[config.mk]
export PLATFORM = sky130hd
export DESIGN_NAME = tcs_ctrl
export DESIGN_NICKNAME = d
export VERILOG_FILES = /design/src/rtl/core/tcs_pkg.sv /design/src/rtl/core/tcs_ctrl.sv
export SDC_FILE = /design/constraint.sdc
export NUM_CORES = 1
export LEC_CHECK = 0
export CAP_MARGIN = 25
export CORE_MARGIN = 8
export CORE_UTILIZATION = 36
export DETAILED_ROUTE_END_ITERATION = 16
export DONT_BUFFER_PORTS = 1
export MAX_ROUTING_LAYER = met4
export PLACE_DENSITY = 0.56
export SLEW_MARGIN = 15
export SYNTH_ARGS = -nofsm -noshare
export SYNTH_HDL_FRONTEND = slang
export SYNTH_SLANG_ARGS = --single-unit
[constraint.sdc]
create_clock -name clk -period 3.4 [get_ports clk]
set_clock_uncertainty 0.05 [all_clocks]
set_input_delay 0.68 -clock clk [delete_from_list [all_inputs] [get_ports clk]]
set_output_delay 0.68 -clock clk [all_outputs]
set_load 0.05 [all_outputs]
[src/rtl/core/tcs_pkg.sv]
package tcs_pkg;

    // Geometry
    localparam int RING_LINES   = 256;
    localparam int VIEW_ROWS    = 24;
    localparam int LINE_COLS    = 80;
    localparam int BAR_CELLS    = 45;
    localparam int RING_BYTES   = RING_LINES * LINE_COLS;
    localparam int VIEW_MAX_LIM = RING_LINES - VIEW_ROWS;

    // Widths
    localparam int LINE_W = $clog2(RING_LINES);
    localparam int ADDR_W = $clog2(RING_BYTES);
    localparam int COL_W  = 7;
    localparam int IN_W   = 32;
    localparam int OUT_W  = 40;

    // Operations
    typedef enum logic [1:0] {
        OP_WRITE = 2'd0,
        OP_KEY   = 2'd1,
        OP_READ  = 2'd2,
        OP_BAR   = 2'd3
    } op_t;

    // Scancodes
    localparam logic [8:0] SC_UP        = 9'h148;
    localparam logic [8:0] SC_DOWN      = 9'h150;
    localparam logic [8:0] SC_PAGE_UP   = 9'h149;
    localparam logic [8:0] SC_PAGE_DOWN = 9'h151;
    localparam logic [8:0] SC_ESC       = 9'h001;

    // Characters and glyphs
    localparam logic [7:0] CH_NEWLINE  = 8'd10;
    localparam logic [7:0] CH_SPACE    = 8'h20;
    localparam logic [7:0] CH_PRINT_LO = 8'd32;
    localparam logic [7:0] CH_PRINT_HI = 8'd127;
    localparam logic [7:0] GLYPH_BOTH  = 8'hdb;
    localparam logic [7:0] GLYPH_LEFT  = 8'hdd;
    localparam logic [7:0] GLYPH_RIGHT = 8'hde;
    localparam logic [7:0] GLYPH_NONE  = 8'h20;

    // Controller to datapath
    typedef struct packed {
        logic load_item;
        logic blank_start;
        logic blank_sel_cur;
        logic blank_step;
        logic write_char;
        logic new_line;
        logic key_apply;
        logic read_req;
        logic read_cap;
        logic bar_mul;
        logic bar_cap;
        logic out_load;
    } dp_cmd_t;

    // Datapath to controller
    typedef struct packed {
        op_t  op;
        logic is_newline;
        logic is_print;
        logic cur_valid;
        logic blank_last;
        logic col_wrap;
        logic out_free;
    } dp_sts_t;

endpackage

[src/rtl/core/tcs_ctrl.sv]
module tcs_ctrl (
    input  logic             clk,
    input  logic             rst_n,
    input  logic             in_valid,
    output logic             in_ready,
    input  tcs_pkg::dp_sts_t sts,
    output tcs_pkg::dp_cmd_t cmd
);
    import tcs_pkg::*;

    typedef enum logic [10:0] {
        S_IDLE   = 11'b00000000001,
        S_DECODE = 11'b00000000010,
        S_BLANK  = 11'b00000000100,
        S_WRITE  = 11'b00000001000,
        S_NEWLN  = 11'b00000010000,
        S_KEY    = 11'b00000100000,
        S_RDREQ  = 11'b00001000000,
        S_RDWAIT = 11'b00010000000,
        S_BARMUL = 11'b00100000000,
        S_BARCMP = 11'b01000000000,
        S_FINISH = 11'b10000000000
    } state_t;

    state_t state_reg, state_next;
    logic   after_write_reg, after_write_next;

    assign in_ready = (state_reg == S_IDLE);

    // Sequencer
    always_comb
    begin
        state_next       = state_reg;
        after_write_next = after_write_reg;
        cmd              = '0;
        unique case (state_reg)
            S_IDLE:
            begin
                if (in_valid)
                begin
                    cmd.load_item = 1'b1;
                    state_next    = S_DECODE;
                end
            end
            S_DECODE:
            begin
                unique case (sts.op)
                    OP_WRITE:
                    begin
                        if (sts.is_newline)
                        begin
                            cmd.blank_start  = 1'b1;
                            after_write_next = 1'b0;
                            state_next       = S_BLANK;
                        end
                        else if (sts.is_print)
                        begin
                            if (sts.cur_valid)
                            begin
                                state_next = S_WRITE;
                            end
                            else
                            begin
                                cmd.blank_start   = 1'b1;
                                cmd.blank_sel_cur = 1'b1;
                                after_write_next  = 1'b1;
                                state_next        = S_BLANK;
                            end
                        end
                        else
                        begin
                            state_next = S_FINISH;
                        end
                    end
                    OP_KEY:  state_next = S_KEY;
                    OP_READ: state_next = S_RDREQ;
                    OP_BAR:  state_next = S_BARMUL;
                    default: state_next = S_FINISH;
                endcase
            end
            S_BLANK:
            begin
                cmd.blank_step = 1'b1;
                if (sts.blank_last)
                begin
                    state_next = after_write_reg ? S_WRITE : S_NEWLN;
                end
            end
            S_WRITE:
            begin
                cmd.write_char = 1'b1;
                if (sts.col_wrap)
                begin
                    cmd.blank_start  = 1'b1;
                    after_write_next = 1'b0;
                    state_next       = S_BLANK;
                end
                else
                begin
                    state_next = S_FINISH;
                end
            end
            S_NEWLN:
            begin
                cmd.new_line = 1'b1;
                state_next   = S_FINISH;
            end
            S_KEY:
            begin
                cmd.key_apply = 1'b1;
                state_next    = S_FINISH;
            end
            S_RDREQ:
            begin
                cmd.read_req = 1'b1;
                state_next   = S_RDWAIT;
            end
            S_RDWAIT:
            begin
                cmd.read_cap = 1'b1;
                state_next   = S_FINISH;
            end
            S_BARMUL:
            begin
                cmd.bar_mul = 1'b1;
                state_next  = S_BARCMP;
            end
            S_BARCMP:
            begin
                cmd.bar_cap = 1'b1;
                state_next  = S_FINISH;
            end
            S_FINISH:
            begin
                if (sts.out_free)
                begin
                    cmd.out_load = 1'b1;
                    state_next   = S_IDLE;
                end
            end
            default: state_next = S_IDLE;
        endcase
    end

    always_ff @(posedge clk or negedge rst_n)
    begin
        if (!rst_n)
        begin
            state_reg       <= S_IDLE;
            after_write_reg <= 1'b0;
        end
        else
        begin
            state_reg       <= state_next;
            after_write_reg <= after_write_next;
        end
    end

`ifndef SYNTHESIS
    // An accepted beat always leaves idle
    a_accept_leaves_idle: assert property (@(posedge clk) disable iff (!rst_n)
        in_valid && in_ready |=> state_reg == S_DECODE)
        else $error("accepted beat did not start decode");

    // Sweep of a line never ends in finish directly
    a_blank_exit: assert property (@(posedge clk) disable iff (!rst_n)
        state_reg == S_BLANK && sts.blank_last |=>
            (state_reg == S_WRITE || state_reg == S_NEWLN))
        else $error("blank sweep exit wrong");

    // Result is only loaded when the output side can take it
    a_out_load: assert property (@(posedge clk) disable iff (!rst_n)
        cmd.out_load |-> sts.out_free)
        else $error("output loaded while full");
`endif

endmodule

==> results of run 1 <==
==> where the power goes <==
part           total (mW)  switching, mW  internal, mW
clock              0.0912         0.0458        0.0454
combinational       0.255          0.167        0.0882
sequential          0.214         0.0471         0.167
==> kinds of logic after synthesis <==
family / Yosys count / share of synthesized area (%)
simple gates: 57 / 42.7
compound gates: 18 / 13.2
xor+xnor: 3 / 2.77
flops: 12 / 31.8
buf+inv: 13 / 9.50
==> layout make-up <==
class | instances | area [um^2]
inverters | 5 | 18.8
repair buffers | 8 | 60.1
multi-input cells | 78 | 594
well taps | 30 | 37.5
flip-flops and latches | 12 | 302
fillers | 262 | 1440
clock buffers | 4 | 26.3
==> how the worst min path moves through the flow <==
| stage | startpoint | endpoint | slack (ns) | depth (start not counted) |
|---|---|---|---|---|
| final | rst_n | state_reg[6] | 0.05 | 0 |
| after global routing | rst_n | state_reg[6] | 0.02 | 0 |
| after CTS | rst_n | state_reg[7] | 0.04 | 0 |
| after detailed placement | rst_n | state_reg[2] | 0.33 | 0 |
| after global placement | rst_n | state_reg[2] | 0.33 | 0 |
| after floorplan | rst_n | after_write_reg | 0.33 | 0 |
==> critical path, delay by kind of cell (launching register included) <==
kind	cells	cell delay (ns)
flip-flops	1	0.48
AND/OR/NAND/NOR	3	1.38
==> routing by layer <==
metal  vias up  wire [um]
li1        393          -
met1       387       1060
met2        19        993
met3         4        142
met4         0         37
met5         -          0
==> synthesized netlist by cell type (all sizes together) <==
master | instances | area, um^2
a2111oi | 1 | 8.76
a21oi | 2 | 10.0
a221oi | 2 | 17.5
a31o | 1 | 8.76
and2 | 3 | 20.0
and2b | 1 | 7.51
and3 | 3 | 20.0
and4 | 2 | 17.5
buf | 7 | 57.6
clkbuf | 1 | 13.8
dfrtp | 11 | 275
dfstp | 1 | 26.3
inv | 5 | 18.8
nand2 | 9 | 36.3
nand2b | 2 | 12.5
nand3 | 3 | 15.0
nand3b | 2 | 15.0
nor2 | 6 | 22.5
nor2b | 1 | 6.26
nor3 | 5 | 36.3
nor3b | 1 | 7.51
nor4 | 4 | 46.3
nor4b | 9 | 93.8
o2111ai | 1 | 8.76
o211ai | 2 | 15.0
o21ai | 6 | 30.0
o21bai | 1 | 7.51
o221ai | 1 | 8.76
o32a | 1 | 10.0
or2b | 1 | 8.76
or3 | 1 | 7.51
or3b | 1 | 8.76
or4 | 3 | 23.8
xor2 | 3 | 26.3
==> cells in the final DEF (no fill, tap or decap), types with 2 or more instances in the layout <==
cell and n:
sky130_fd_sc_hd__nand2b_1 2, sky130_fd_sc_hd__nor4b_1 3, sky130_fd_sc_hd__or4_1 2, sky130_fd_sc_hd__nand2_1 8
sky130_fd_sc_hd__nand3b_1 2, sky130_fd_sc_hd__nand3_1 3, sky130_fd_sc_hd__nor3_1 4, sky130_fd_sc_hd__inv_1 5
sky130_fd_sc_hd__nor2_1 6, sky130_fd_sc_hd__nor4b_2 5, sky130_fd_sc_hd__and2_1 2, sky130_fd_sc_hd__and4_1 2
sky130_fd_sc_hd__buf_4 8, sky130_fd_sc_hd__nor4_2 2, sky130_fd_sc_hd__a221oi_1 2, sky130_fd_sc_hd__clkbuf_4 3
sky130_fd_sc_hd__and3_1 2, sky130_fd_sc_hd__o21ai_0 6, sky130_fd_sc_hd__o211ai_1 2, sky130_fd_sc_hd__xor2_1 3
sky130_fd_sc_hd__a21oi_1 2, sky130_fd_sc_hd__dfrtp_1 11
==> per-stage QoR <==
stage / TNS [ns] / utilization, % / setup slack, ns / hold WS [ns]
after floorplan: -0.0866 / - / -0.0433 / 0.334
after global placement: 0 / 40.9 / 0.843 / 0.335
after detailed placement: 0 / 40.9 / 0.821 / 0.335
after CTS: 0 / 41.9 / 0.499 / 0.0360
after global routing: 0 / 41.9 / 0.426 / 0.0227
final: 0 / 41.9 / 0.528 / 0.0457
==> load_flow_metrics.sql, run 1 <==
INSERT INTO impl_metrics (metric_group, metric, value, unit) VALUES
('cts', 'clock_sink_count', '12', ''),
('routing', 'detail_route.wirelength', '2230', 'um'),
('setup_path', 'worst-r2r-setup-slack', '1.21', 'ns'),
('timing', 'setup_viol', '0', ''),
('floorplanning', 'coreArea', '2480', 'um^2'),
('cts', 'htree_levels', '1', ''),
('setup_path', 'worstSetupStartpoint', 'state_reg[5]', ''),
('finish', 'drive_gt1_share', '28.0', '%'),
('setup_path', 'critical_path_peak_fanout', '8', ''),
('yosys', 'avgSynthCellArea', '9.21', 'um^2'),
('setup_path', 'ff2ff_path_depth', '6', ''),
('global_routing', 'antenna_found_initial', '0', ''),
('finish', 'area_growth', '9.50', '%'),
('finish', 'n_antenna_cell', '0', ''),
('setup_path', 'worst_setup_path_end_kind', 'output pin', ''),
('yosys', 'distinct_cell_type_count_of_the_synthesized_netlist', '44', ''),
('yosys', 'instance_count_of_the_mapped_netlist', '103', ''),
('floorplanning', 'fp.dieH', '67.3', 'um'),
('placed_design', 'gp_congestion', '0.781', ''),
('timing', 'final_critical_path_time_including_i_o_delays_and_setup', '2.87', 'ns'),
('cts', 'clk_pin_slew', '0.08', 'ns'),
('floorplanning', 'die-area', '4530', 'um^2'),
('setup_path', 'criticalPathCategory', 'register to output pin', ''),
('setup_path', 'worstPathRequired', '2.67', 'ns'),
('routing', 'route.antenna.remaining_nets', '0', ''),
('cts', 'cts-resized-gates', '0', ''),
('finish', 'finalNonFillerCells', '137', ''),
('setup_path', 'worstPathArrival', '2.14', 'ns'),
('power', 'leakage', '0.438', 'nW'),
('cts', 'clock_insertion_delay_worst_skew', '0.27', 'ns'),
('floorplanning', 'io_count', '24', ''),
('yosys', 'syn-cell-area', '948', 'um^2'),
('global_routing', 'met2_usage', '15.5', '%'),
('yosys', 'synth_warnings', '0', ''),
('run', 'maxCapViolCount', '0', ''),
('cts', 'tritoncts_clock_tree', 'yes', ''),
('power', 'post-layout-total-power', '0.561', 'mW'),
('global_routing', 'grt_util_met3', '2.65', '%'),
('finish', 'finalNetCount', '119', ''),
('setup_path', 'regToRegEndpoint', 'state_reg[3]', ''),
('placed_design', 'post-place-cells', '133', ''),
('power', 'power_per_cell_area', '540', 'nW/um^2'),
('timing', 'slew_violations', '0', ''),
('cts', 'clk_root_buffer_cell', 'sky130_fd_sc_hd__clkbuf_4', ''),
('global_routing', 'grt_total_ovfl', '0', ''),
('placed_design', 'hpwl', '1730', 'um'),
('setup_path', 'crit_path_cell_trace', 'nor4_4 > and3_2 > and2_1', ''),
('global_routing', 'grt_max_degree', '13', ''),
('timing', 'tightestPinTransition', '0.506', 'ns'),
('finish', 'final_design_area_no_fill', '1040', 'um^2'),
('timing', 'final_min_period_over_clock_period', '84.5', '%'),
('setup_path', 'delay_of_the_slowest_cell_on_the_worst_path', '0.49', 'ns'),
('placed_design', 'dpl_cell_area', '1010', 'um^2'),
('cts', 'cts_setup_buffers', '0', ''),
('setup_path', 'worstReg2RegStart', 'state_reg[5]', ''),
('run_status', 'run_status', 'complete, no violations', ''),
('routing', 'detailedRoute.firstIterationViolations', '18', ''),
('routing', 'detail_route.first_pass.iterations', '4', ''),
('timing', 'timing.final.hold_violations', '0', ''),
('global_routing', 'track_usage', '10.6', '%'),
('routing', 'via_count', '803', ''),
('setup_path', 'timing.critical_path.to', 'cmd[11]', ''),
('timing', 'timing.max_slew.rel_slack', '66.3', '%'),
('global_routing', 'm1_gr_usage', '13.2', '%'),
('floorplanning', 'die_x', '67.3', 'um'),
('yosys', 'synth-seq-cells', '12', ''),
('cts', 'clockBufferDepth', '2', ''),
('yosys', 'synth-seq-area-share', '31.8', '%'),
('routing', 'vias_per_cell', '5.86', ''),
('routing', 'drc', '0', ''),
('power', 'power.ir.vdd_worst', '0.250', 'mV');
Power figures use the tool's default switching activity.
==> run 2, diff against run 1 <==
PLACE_DENSITY = 0.58   (was 0.56)
clock period = 2.5 ns   (was 3.4 ns; I/O delays follow)
==> run 2 against run 1 <==
Count of clock-buffer cells in the layout unchanged. Clock power rose by 71%. Register-to-register slack got worse by 0.80 ns. Total power increased by 69%. Highest routed layer unchanged. Die area unchanged. Sequential share of layout area fell by 5.3 points. Combinational power grew 100%. Final cell count grew 18%. Largest power group unchanged. Critical path type unchanged. Routed wire length increased by 21%.
==> load_flow_metrics.sql, run 2 (synthesis gave the netlist of run 1 again) <==
INSERT INTO impl_metrics (metric_group, metric, value, unit) VALUES
('run', 'maxCapViolCount', '0', ''),
('setup_path', 'critical_path_peak_fanout', '4', ''),
('routing', 'drc', '0', ''),
('global_routing', 'm1_gr_usage', '13.8', '%'),
('timing', 'final_min_period_over_clock_period', '97.2', '%'),
('setup_path', 'critical_path_s_slowest_cell', 'sky130_fd_sc_hd__dfrtp_2', ''),
('cts', 'clock_insertion_delay_worst_skew', '0.28', 'ns'),
('setup_path', 'worstPathRequired', '1.95', 'ns'),
('finish', 'most-common-layout-cells', '30 x sky130_fd_sc_hd__buf_4, 7 x sky130_fd_sc_hd__nand2_1, 7 x sky130_fd_sc_hd__dfrtp_1', ''),
('finish', 'area_growth', '36.1', '%'),
('global_routing', 'grt_max_degree', '13', ''),
('run_status', 'run_status', 'complete, no violations', ''),
('cts', 'htree_levels', '1', ''),
('placed_design', 'hpwl', '1930', 'um'),
('global_routing', 'antenna_found_initial', '0', ''),
('setup_path', 'worstPathArrival', '1.88', 'ns'),
('timing', 'slew_violations', '0', ''),
('timing', 'unrepaired_setup_endpoints_after_global_routing', 'true', ''),
('placed_design', 'post-place-cells', '143', ''),
('finish', 'mostFrequentLayoutCell', 'sky130_fd_sc_hd__buf_4', ''),
('routing', 'drt-wirelength-per-cell', '16.6', 'um'),
('routing', 'via_count', '915', ''),
('floorplanning', 'io_count', '24', ''),
('floorplanning', 'die-area', '4530', 'um^2'),
('timing', 'timing.final.hold_violations', '0', ''),
('setup_path', 'delay_of_the_slowest_cell_on_the_worst_path', '0.44', 'ns'),
('finish', 'finalNetCount', '144', ''),
('finish', 'n_antenna_cell', '0', ''),
('power', 'leakage', '0.575', 'nW'),
('timing', 'setup_viol', '0', ''),
('global_routing', 'met2_usage', '19.5', '%'),
('routing', 'vias_per_cell', '5.65', ''),
('floorplanning', 'initial_utilization', '38.3', '%'),
('routing', 'detail_route.first_pass.iterations', '4', ''),
('power', 'post-layout-total-power', '0.949', 'mW'),
('global_routing', 'grt_total_ovfl', '0', ''),
('floorplanning', 'fp.dieH', '67.3', 'um'),
('floorplanning', 'coreArea', '2480', 'um^2'),
('setup_path', 'crit_path_cell_trace', 'buf_4 > nor4b_4 > nand2_2 > or3_4 > nor2_4 > buf_12', ''),
('finish', 'finalNonFillerCells', '162', ''),
('routing', 'detailedRoute.firstIterationViolations', '91', ''),
('global_routing', 'grt_util_met3', '3.64', '%'),
('timing', 'timing.max_slew.rel_slack', '61.5', '%'),
('cts', 'clockBufferDepth', '2', ''),
('floorplanning', 'placement_rows', '18', ''),
('global_routing', 'grt_first_pass_wirelength', '4220', 'um'),
('setup_path', 'worst_setup_path_start_kind', 'register', ''),
('cts', 'clk_root_buffer_cell', 'sky130_fd_sc_hd__clkbuf_4', ''),
('placed_design', 'gp_congestion', '0.826', ''),
('routing', 'route.antenna.remaining_nets', '0', ''),
('finish', 'drive_gt1_share', '46.2', '%'),
('setup_path', 'criticalPathCategory', 'register to output pin', ''),
('floorplanning', 'die_x', '67.3', 'um'),
('timing', 'tightestPinTransition', '0.575', 'ns'),
('routing', 'detail_route.wirelength', '2700', 'um'),
('global_routing', 'track_usage', '12.5', '%'),
('cts', 'clk_pin_slew', '0.07', 'ns'),
('timing', 'final_critical_path_time_including_i_o_delays_and_setup', '2.43', 'ns'),
('finish', 'number_of_flip_flops_under_the_largest_register_name', '11', ''),
('global_routing', 'busiest_layer', 'met2', ''),
('global_routing', 'first_global_vias', '923', ''),
('power', 'power_per_cell_area', '735', 'nW/um^2'),
('placed_design', 'place.port_buffers', '0', ''),
('timing', 'timing.fmax', '0.411', 'GHz'),
('setup_path', 'worst_setup_path_end_kind', 'output pin', ''),
('cts', 'tritoncts_clock_tree', 'yes', ''),
('power', 'power.ir.vdd_worst', '0.536', 'mV'),
('cts', 'cts_buf_count', '3', ''),
('finish', 'fill_cell_count', '228', ''),
('min_path', 'min_path_type', 'input port to register', ''),
('cts', 'clock_sink_count', '12', '');
-- run 2: metal layers --
metal	routed length, um	up-vias
li1	-	441
met1	1110	431
met2	1260	36
met3	254	7
met4	67	0
met5	0	-
-- run 2: cell type report --
type / instances / area [um^2] / area share [%]
Timing Repair Buffer: 33 / 267 / 20.6
Sequential cell: 12 / 307 / 23.7
Inverter: 5 / 18.8 / 1.45
Multi-Input combinational cell: 78 / 626 / 48.4
Tap cell: 30 / 37.5 / 2.91
Clock buffer: 4 / 36.3 / 2.81
-- run 2: through the flow --
stage	hold slack, ns	area [um^2]	setup TNS (ns)	utilization, %	setup WS (ns)
floorplan	0.154	997	-0.521	-	-0.130
global placement	0.155	1110	0	44.8	0.203
detailed placement	0.155	1110	0	44.8	0.139
CTS	0.218	1210	0	49.0	0.00888
global route	0.218	1290	-0.258	52.1	-0.0645
finish	0.223	1290	0	52.1	0.0696
-- run 2: where the power goes --
part | switching [mW] | total, mW | leakage [nW] | internal (mW)
combinational | 0.284 | 0.509 | 0.402 | 0.225
sequential | 0.0540 | 0.283 | 0.152 | 0.229
clock | 0.0675 | 0.156 | 0.0210 | 0.0887
-- run 2: repair_timing --
action,in CTS,in global routing
buffers inserted,5,9
gates cloned,0,0
gates resized for setup,6,3
hold endpoints to repair,12,0
hold buffers,1,0
pin swaps,1,5
endpoints found under the setup margin,7,8
-- run 2: final timing paths --
kind | start | slack, ns | end | depth (start not counted)
worst max register to register | state_reg[7] | 0.41 | state_reg[3] | 7
min in group asynchronous | rst_n | 0.60 | after_write_reg | 1
worst min-delay path | sts[6] | 0.22 | state_reg[6] | 1
max in group asynchronous | rst_n | 1.39 | state_reg[3] | 1
worst max-delay path | state_reg[3] | 0.07 | cmd[9] | 6
worst min register to register | after_write_reg | 0.52 | state_reg[3] | 2
-- run 2: worst max-delay path, delay by kind of cell, from the launching register on --
family	cells	cell delay, ns
buf+inv	2	0.30
flops	1	0.44
simple gates	4	0.87
